File: src/rtc_pkg.sv
`default_nettype none
// ----------------------------------------------------------------------------
// rtc_pkg
// Shared types, constants and the box overlap function of the range counter.
// ----------------------------------------------------------------------------
package rtc_pkg;

	localparam int TOP_ENTRIES    = 256;
	localparam int LEAF_NODES     = 256;
	localparam int RECTS_PER_LEAF = 64;
	localparam int COORD_WIDTH    = 32;

	localparam int TOP_AW   = $clog2(TOP_ENTRIES);
	localparam int NODE_AW  = $clog2(LEAF_NODES);
	localparam int RECT_AW  = $clog2(RECTS_PER_LEAF);
	localparam int ENTRY_AW = NODE_AW + RECT_AW;
	localparam int TOTAL_W  = $clog2(RECTS_PER_LEAF + 1);
	localparam int CNT_W    = 9;
	localparam int HIT_W    = 15;
	localparam logic [HIT_W-1:0] HIT_MAX = {HIT_W{1'b1}};

	localparam logic [1:0] OP_LOAD_TOP  = 2'd0;
	localparam logic [1:0] OP_LOAD_NODE = 2'd1;
	localparam logic [1:0] OP_LOAD_RECT = 2'd2;
	localparam logic [1:0] OP_QUERY     = 2'd3;

	localparam logic [2:0] REG_TOP_COUNT  = 3'd0;
	localparam logic [2:0] REG_LEAF_COUNT = 3'd1;
	localparam logic [2:0] REG_WIN_FIRST  = 3'd2;
	localparam logic [2:0] REG_WIN_SPAN   = 3'd3;
	localparam logic [2:0] REG_SPARSE     = 3'd4;

	localparam int QDEPTH = 4;
	localparam int QAW    = $clog2(QDEPTH);

	typedef struct packed {
		logic signed [COORD_WIDTH-1:0] lx;
		logic signed [COORD_WIDTH-1:0] ly;
		logic signed [COORD_WIDTH-1:0] hx;
		logic signed [COORD_WIDTH-1:0] hy;
	} box_t;

	typedef struct packed {
		logic [15:0] tag;
		box_t        box;
	} query_t;

	typedef struct packed {
		logic [CNT_W-1:0] top_count;
		logic [CNT_W-1:0] leaf_count;
		logic [7:0]       win_first;
		logic [CNT_W-1:0] win_span;
		logic             sparse;
	} cfg_t;

	function automatic logic boxes_meet(box_t a, box_t b);
		return !(a.hx < b.lx || a.lx > b.hx || a.hy < b.ly || a.ly > b.hy);
	endfunction

endpackage
`default_nettype wire

File: src/rtc_front.sv
`default_nettype none
// ----------------------------------------------------------------------------
// rtc_front
// Accepts items, performs table loads and queues queries for the search.
// ----------------------------------------------------------------------------
module rtc_front (
	input  wire logic                    clk,
	input  wire logic                    arst_n,
	input  wire logic                    start,
	output logic                         busy,
	input  wire logic [1:0]              operation,
	input  wire logic [7:0]              slot,
	input  wire logic [5:0]              rect_slot,
	input  wire logic                    leaf_flag,
	input  wire logic [15:0]             rect_total,
	input  wire rtc_pkg::box_t           in_box,
	input  wire logic [15:0]             query_tag,
	output logic                         top_we,
	output logic                         node_we,
	output logic                         rect_we,
	output logic [rtc_pkg::TOTAL_W-1:0]  total_clamped,
	output logic                         q_valid,
	output rtc_pkg::query_t              q_data,
	input  wire logic                    q_pop,
	input  wire logic                    search_busy
);
	rtc_pkg::query_t          fifo_q [rtc_pkg::QDEPTH];
	logic [rtc_pkg::QAW-1:0]  wr_ptr_q, rd_ptr_q;
	logic [rtc_pkg::QAW:0]    fill_q;
	logic                     take, push;

	// A load must not change the tables under a query that is still queued
	// or being searched, so loads wait until the back part has drained.
	assign busy = (fill_q == (rtc_pkg::QAW+1)'(rtc_pkg::QDEPTH))
	              || ((operation != rtc_pkg::OP_QUERY) && (q_valid || search_busy));
	assign take = start && !busy;
	assign push = take && (operation == rtc_pkg::OP_QUERY);

	assign top_we  = take && (operation == rtc_pkg::OP_LOAD_TOP)
	                 && ({1'b0, slot} < 9'(rtc_pkg::TOP_ENTRIES));
	assign node_we = take && (operation == rtc_pkg::OP_LOAD_NODE)
	                 && ({1'b0, slot} < 9'(rtc_pkg::LEAF_NODES));
	assign rect_we = take && (operation == rtc_pkg::OP_LOAD_RECT)
	                 && ({1'b0, slot} < 9'(rtc_pkg::LEAF_NODES))
	                 && ({1'b0, rect_slot} < 7'(rtc_pkg::RECTS_PER_LEAF));
	assign total_clamped = (rect_total > 16'(rtc_pkg::RECTS_PER_LEAF))
	                       ? rtc_pkg::TOTAL_W'(rtc_pkg::RECTS_PER_LEAF)
	                       : rect_total[rtc_pkg::TOTAL_W-1:0];

	assign q_valid = (fill_q != '0);
	assign q_data  = fifo_q[rd_ptr_q];

	always_ff @(posedge clk) begin
		if (push) begin
			fifo_q[wr_ptr_q] <= '{tag: query_tag, box: in_box};
		end
	end

	always_ff @(posedge clk or negedge arst_n) begin
		if (!arst_n) begin
			wr_ptr_q <= '0;
			rd_ptr_q <= '0;
			fill_q   <= '0;
		end else begin
			if (push) wr_ptr_q <= wr_ptr_q + 1'b1;
			if (q_pop) rd_ptr_q <= rd_ptr_q + 1'b1;
			fill_q <= fill_q + (push ? 1'b1 : 1'b0) - (q_pop ? 1'b1 : 1'b0);
		end
	end

	assert property (@(posedge clk) disable iff (!arst_n) q_pop |-> q_valid)
		else $error("pop from empty query queue");
	assert property (@(posedge clk) disable iff (!arst_n)
		(push && !q_pop) |=> fill_q == $past(fill_q) + 1'b1)
		else $error("queue fill lost a push");
	assert property (@(posedge clk) disable iff (!arst_n)
		fill_q <= (rtc_pkg::QAW+1)'(rtc_pkg::QDEPTH))
		else $error("queue overfilled");
endmodule
`default_nettype wire

File: config.mk
export PLATFORM = sky130hd
export DESIGN_NAME = rtc_front
export DESIGN_NICKNAME = d
export VERILOG_FILES = /design/src/rtc_pkg.sv /design/src/rtc_front.sv
export SDC_FILE = /design/constraint.sdc
export NUM_CORES = 1
export LEC_CHECK = 0
export BUFFER_PORTS_ARGS = -buffer_cell sky130_fd_sc_hd__buf_2
export CAP_MARGIN = 15
export CORE_MARGIN = 4
export CORE_UTILIZATION = 60
export CTS_CLUSTER_DIAMETER = 30
export DETAILED_ROUTE_END_ITERATION = 8
export PLACE_DENSITY = 0.82
export SLEW_MARGIN = 15
export SYNTH_ARGS = -nofsm -noshare
export SYNTH_HDL_FRONTEND = slang
export SYNTH_SLANG_ARGS = --single-unit
export TNS_END_PERCENT = 100
File: constraint.sdc
create_clock -name clk -period 8.9 [get_ports clk]
set_input_delay 0.445 -clock clk [delete_from_list [all_inputs] [get_ports clk]]
set_output_delay 0.445 -clock clk [all_outputs]
set_load 0.01 [all_outputs]
==> results.cfg, run 1 <==
[run_status]
status = finished, final reports clean

[clock_network]
root_buffer = clkbuf_16
cts_tree = done
cts_sinks = 583
clkLatencyLatePin_ns = 0.61
clkTransAtPathRegs_ns = 0.05
cts_max_level = 3
cts_max_path_buffers = 3
numCtsBuffers = 97

[sta]
tns_ns = 0
min_period_ns = 3.71
rsz0062_at_grt = false
final.period_utilization_pct = 41.7
slew_viol_final = 0
setup_viol = 0
fmax_mhz = 270
worst_pin_slew_ns = 1.05
skew_ns = 0.0162
max-slew-margin-rel_pct = 29.8
finalHoldViolCount = 0

[worst_setup_path]
crit_buf_inv = 2
startpoint = rd_ptr_q[0]$_DFFE_PN0P_
cp.depth = 3
start_kind = flop
crit_chain = buf_4 -> mux4_2 -> buf_2
critPathTopFamily = buffers and inverters
slowest_stage = dfrtp_4
reg2reg_depth = 4
arrival_ns = 3.26
required_ns = 8.46
cp-end-kind = output pin
r2r_start = fill_q[2]$_DFF_PN0_
cp_max_fo = 45
critPathKind = reg2out
rrSetupSlack_ns = 6.01
crit_end = q_data[20]
max_stage_delay_ns = 0.91
r2r_end = fifo_q[3][138]$_DFFE_PP_

[logic_synthesis]
synth_seq_cells = 583
syn_inst = 806
synth_largest_area_cell = edfxtp_1
avgSynthCellArea_um2 = 26.4
synth.area.top_cells = edfxtp_1, mux4_2, dfrtp_1
ys.warnings.count = 0
syn_nets = 995
synthesis.area_um2 = 21300
ys_types = 29
yosysSeqAreaShare_pct = 82.1
synth_top_area_share_pct = 81.3

[hold_path]
hold_path.class = in2reg

[power]
ir_worst_vdd_mv = 0.293
p_leak_nw = 9.42
power.density_nw_per_um2 = 341

[routing]
drtPass1Iterations = 4
drc = 0
vias_per_cell = 5.82
num_vias = 10200
routedWlPerCell_um = 26.3
ant_nets = 0
drtIter0Drc = 682
drt-total-wl_um = 46100

[die]
io_pins = 338
start_util_pct = 61.2
rows = 68
die_y_um = 196
die_area_um2 = 38500
fp.coreArea_um2 = 34800
fp.dieW_um = 196

[cells_and_area]
mostFrequentLayoutCells = edfxtp_1, buf_2, mux4_2
syn_to_final_growth_pct = 26.6
layout.nets = 1397
design_area_um2 = 26900
fillCellCount = 1676
final_common_cell = edfxtp_1
final_layout_size_suffix_gt1_share_pct = 51.3

[placed_design]
gp_congestion = 0.722
io_buffer_count = 322
dp_hpwl_um = 24400
dpl_cell_area_um2 = 23400

[grt]
track_usage_pct = 24.2
antenna_found_initial = 15
grt_overflow = 0
grt_max_degree = 69
grt_pass1_wl_um = 69600
grt_pass1_vias = 11200

[flow_run]
maxCapViolations = 0
==> worst register-to-register path, delay by kind of cell, from the launching register on <==
kind	cells	cell delay, ns
flip-flops	1	0.39
AND/OR/NAND/NOR	3	1.14
buffers and inverters	1	0.87
==> stage by stage <==
stage,utilization (%),power (mW),instances,worst slack (ns),hold WS [ns]
after floorplan,-,4.57,806,5.83,0.149
after global placement,67.2,5.22,1563,5.76,0.285
after detailed placement,67.2,5.25,1563,5.75,0.291
after CTS,77.4,9.28,1746,5.08,0.0179
after global routing,77.4,9.54,1750,4.93,0.0295
final,77.4,9.19,1752,5.19,0.0482
==> registers in the layout, indices dropped and copies added, names as in the netlist <==
signal,flops
wr_ptr_q,2
fifo_q,576
fill_q,3
rd_ptr_q,2
==> logic make-up (layout without fill, tap and decap cells) <==
group | after synthesis | count (layout) | synth area share (%)
multiplexers | 145 | 145 | 15.3
flip-flops | 583 | 583 | 82.1
buffers and inverters | 40 | 525 | 1.03
AO/OA/AOI/OAI | 1 | 1 | 0.0235
adder cells (fa/ha/maj) | 7 | 7 | 0.447
XOR/XNOR | 5 | 5 | 0.206
AND/OR/NAND/NOR | 25 | 25 | 0.882
other | 0 | 6 | 0
==> per-layer routing <==
layer | routed length [µm] | global-route usage (%)
met5 | 126 | 0
met4 | 901 | 7.84
met3 | 4670 | 8.85
met2 | 23900 | 40.1
met1 | 16600 | 30.4
==> synth_stat cells <==
master	n
and4b_1	2
nand2_1	2
buf_1	7
or4_4	1
nor2_1	2
xnor2_1	4
xor2_1	1
edfxtp_1	576
and2_1	4
fa_1	1
ha_1	6
or3_2	1
and2_2	5
and3_1	1
buf_6	1
or3b_1	1
dfrtp_1	7
mux2_4	1
nor3_1	2
clkbuf_1	1
inv_1	7
nor4b_1	1
mux4_2	144
buf_2	11
nor4_1	1
buf_4	13
nand3b_1	1
nor4b_4	1
o21ai_0	1
==> timing repair <==
action,4_1_cts,5_1_grt
setup endpoints to repair,0,0
hold endpoints to repair,7,0
buffers inserted,0,0
hold buffers,1,0
resized for setup,0,0
==> area by class of cell <==
cell class	count	area, µm²	area share, %
sequential	583	17500	64.9
clock inverter	77	1030	3.84
inverter	7	26.3	0.0975
tap	455	569	2.11
multi-input combinational	183	3590	13.3
clock buffer	105	2500	9.28
timing repair buffer	336	1720	6.38
antenna	6	15.0	0.0557
==> where the power goes <==
group	switching [mW]	internal, mW	leakage, nW
Clock	1.36	2.62	1.70
Sequential	0.139	3.20	5.28
Combinational	0.964	0.899	2.44
==> worst min-delay path by stage <==
stage / cells past startpoint / end / from
after floorplan: 0 / fill_q[0]$_DFF_PN0_ / arst_n
after global placement: 1 / fill_q[2]$_DFF_PN0_ / arst_n
after detailed placement: 1 / fill_q[2]$_DFF_PN0_ / arst_n
after CTS: 1 / fifo_q[0][68]$_DFFE_PP_ / in_box[68]
after global routing: 1 / fifo_q[2][73]$_DFFE_PP_ / in_box[73]
final: 1 / fifo_q[1][55]$_DFFE_PP_ / in_box[55]
Power figures use the tool's default switching activity.
==> inputs of run 2 (changes only) <==
--- a/config.mk
+++ b/config.mk
@@ -5,13 +5,14 @@
 export SDC_FILE = /design/constraint.sdc
 export NUM_CORES = 1
 export LEC_CHECK = 0
+export ABC_AREA = 1
 export BUFFER_PORTS_ARGS = -buffer_cell sky130_fd_sc_hd__buf_2
 export CAP_MARGIN = 15
 export CORE_MARGIN = 4
-export CORE_UTILIZATION = 60
+export CORE_UTILIZATION = 56
 export CTS_CLUSTER_DIAMETER = 30
 export DETAILED_ROUTE_END_ITERATION = 8
-export PLACE_DENSITY = 0.82
+export PLACE_DENSITY = 0.77
 export SLEW_MARGIN = 15
 export SYNTH_ARGS = -nofsm -noshare
 export SYNTH_HDL_FRONTEND = slang
==> constraint.sdc (replaced) <==
create_clock -name clk -period 3.9 [get_ports clk]
set_input_delay 0.195 -clock clk [delete_from_list [all_inputs] [get_ports clk]]
set_output_delay 0.195 -clock clk [all_outputs]
set_load 0.01 [all_outputs]
==> run 2 against run 1 <==
Effect of this change: utilization fell by 2.9 points; worst hold slack improved by 0.22 ns; cell count rose by 48%; setup slack got worse by 4.4 ns; count of clock-buffer cells in the layout rose by 9; routed wire length rose by 21%; synthesized area rose by 2.5%; register-to-register slack got worse by 4.5 ns; critical path type unchanged; largest cell class unchanged; largest power group unchanged.
==> results.cfg, run 2 <==
[run_status]
status = finished, final reports clean

[cells_and_area]
fillCellCount = 2156
final_common_cell = edfxtp_1
final_layout_size_suffix_gt1_share_pct = 24.8
top_register = fifo_q
syn_to_final_growth_pct = 31.7
largest_reg_flops = 576
layout.nets = 2166
reg.largest.list = fifo_q (576), fill_q (3)
mostFrequentLayoutCells = edfxtp_1, buf_2, nor2_1

[logic_synthesis]
synth_commonest_cells = edfxtp_1, nor2_1, o21ai_0, o22ai_1, o21ai_1
synthMostInstantiatedCell = edfxtp_1
synth_flop_cell = edfxtp_1
syn_inst = 1478
synth_top_area_share_pct = 79.3
synth.area.top_cells = edfxtp_1, nor2_1, o21ai_0
synthArstFlopShare_pct = 1.20
synth_largest_area_cell = edfxtp_1
syn_nets = 1667
ys.warnings.count = 0
synth_seq_cells = 583
avgSynthCellArea_um2 = 14.8
synthesis.area_um2 = 21800
ys_types = 24
synth_edf_count = 576
yosysSeqAreaShare_pct = 80.1

[sta]
fmax_mhz = 317
whs_ns = 0.266
timing.final.ws_setup_ns = 0.750
setup_viol = 0
skew_ns = 0.0231
min_period_ns = 3.15
slew_viol_final = 0
rsz0062_at_grt = false
finalHoldViolCount = 0
max-slew-margin-rel_pct = 49.5
worst_pin_slew_ns = 0.757
final.period_utilization_pct = 80.8

[die]
fp.coreArea_um2 = 38600
start_util_pct = 56.6
die_area_um2 = 42200
die_y_um = 205
rows = 72
io_pins = 338
fp.dieW_um = 205

[routing]
drt-total-wl_um = 55600
vias_per_cell = 5.73
routedWlPerCell_um = 21.5
drtPass1Iterations = 5
drc = 0
drtIter0Drc = 1317
num_vias = 14800
ant_nets = 0

[power]
ir_worst_vdd_mv = 0.568
p_leak_nw = 10.3
power.density_nw_per_um2 = 772

[grt]
antenna_found_initial = 5
track_usage_pct = 25.8
grt_overflow = 0
grt_pass1_vias = 15400
grt_pass1_wl_um = 84000
grt_max_degree = 109

[worst_setup_path]
required_ns = 3.70
critPathKind = reg2out
start_kind = flop
cp-end-kind = output pin
arrival_ns = 2.96
cp_max_fo = 105

[clock_network]
cts_tree = done
ctsHoldBuffers = 149
clkLatencyLatePin_ns = 0.62
cts_sinks = 583
cts_resized = 0
cts_setup_buffers = 0
cts_max_path_buffers = 3
root_buffer = clkbuf_16
numCtsBuffers = 100
cts_max_level = 3
clkTransAtPathRegs_ns = 0.06

[flow_run]
maxCapViolations = 0

[placed_design]
gp_congestion = 0.746
io_buffer_count = 322
dp_hpwl_um = 27100
place_ws_ns = 1.52

[hold_path]
hold_path.class = in2reg
run 2: report_power, final:
group	switching, mW	internal, mW
clock network	3.09	5.41
registers	0.261	7.29
logic	4.11	2.02
run 2: critical path: stages (launching register included):
cell,delay (ns)
dfrtp_4,0.70
inv_8,0.54
buf_12,0.36
o21ai_0,0.16
o22ai_1,0.28
buf_2,0.19
run 2: metal layers:
| metal | track usage [%] | part of all wire (%) | vias up |
|---|---|---|---|
| li1 | - | - | 6620 |
| met4 | 12.5 | 4.4 | 0 |
| met1 | 30.3 | 36 | 7233 |
| met5 | 0 | 0 | - |
| met3 | 6.82 | 8.3 | 173 |
| met2 | 44.5 | 51 | 795 |
run 2: worst paths after layout:
kind	from	to	slack [ns]	depth (start not counted)
max	rd_ptr_q[0]$_DFFE_PN0P_	q_data[52]	0.75	5
min	operation[0]	wr_ptr_q[0]$_DFFE_PN0P_	0.27	6
max reg2reg	fill_q[1]$_DFF_PN0_	fill_q[2]$_DFF_PN0_	1.55	9
min reg2reg	fill_q[1]$_DFF_PN0_	fill_q[2]$_DFF_PN0_	0.51	1
max in group asynchronous	arst_n	rd_ptr_q[1]$_DFFE_PN0P_	3.02	3
min in group asynchronous	arst_n	rd_ptr_q[0]$_DFFE_PN0P_	0.59	3
run 2: layout make-up:
cell class,instances,area [µm²],area share [%]
flip-flops and latches,583,17500,60.8
multi-input cells,776,3770,13.1
repair buffers,491,3390,11.8
clock buffers,114,2620,9.11
clock inverters,73,714,2.49
well taps,518,648,2.26
inverters,25,106,0.370
diodes,5,12.5,0.0435
run 2: through the flow:
stage / setup TNS [ns] / util [%] / cell area [µm²] / total power [mW] / instances
finish: 0 / 74.5 / 28700 / 22.2 / 2585
global route: 0 / 74.5 / 28700 / 23.1 / 2585
detailed placement: 0 / 62.0 / 23900 / 13.4 / 2244
floorplan: -596.61 / - / 21800 / 11.2 / 1478
global placement: 0 / 62.0 / 23900 / 13.3 / 2244
CTS: 0 / 74.5 / 28700 / 22.0 / 2580
run 2: logic make-up after synthesis:
kind of cell | synth area share (%)
AO/OA/AOI/OAI | 10.8
flip-flops | 80.1
AND/OR/NAND/NOR | 5.78
adder cells (fa/ha/maj) | 0.436
buffers and inverters | 2.79
XOR/XNOR | 0.161
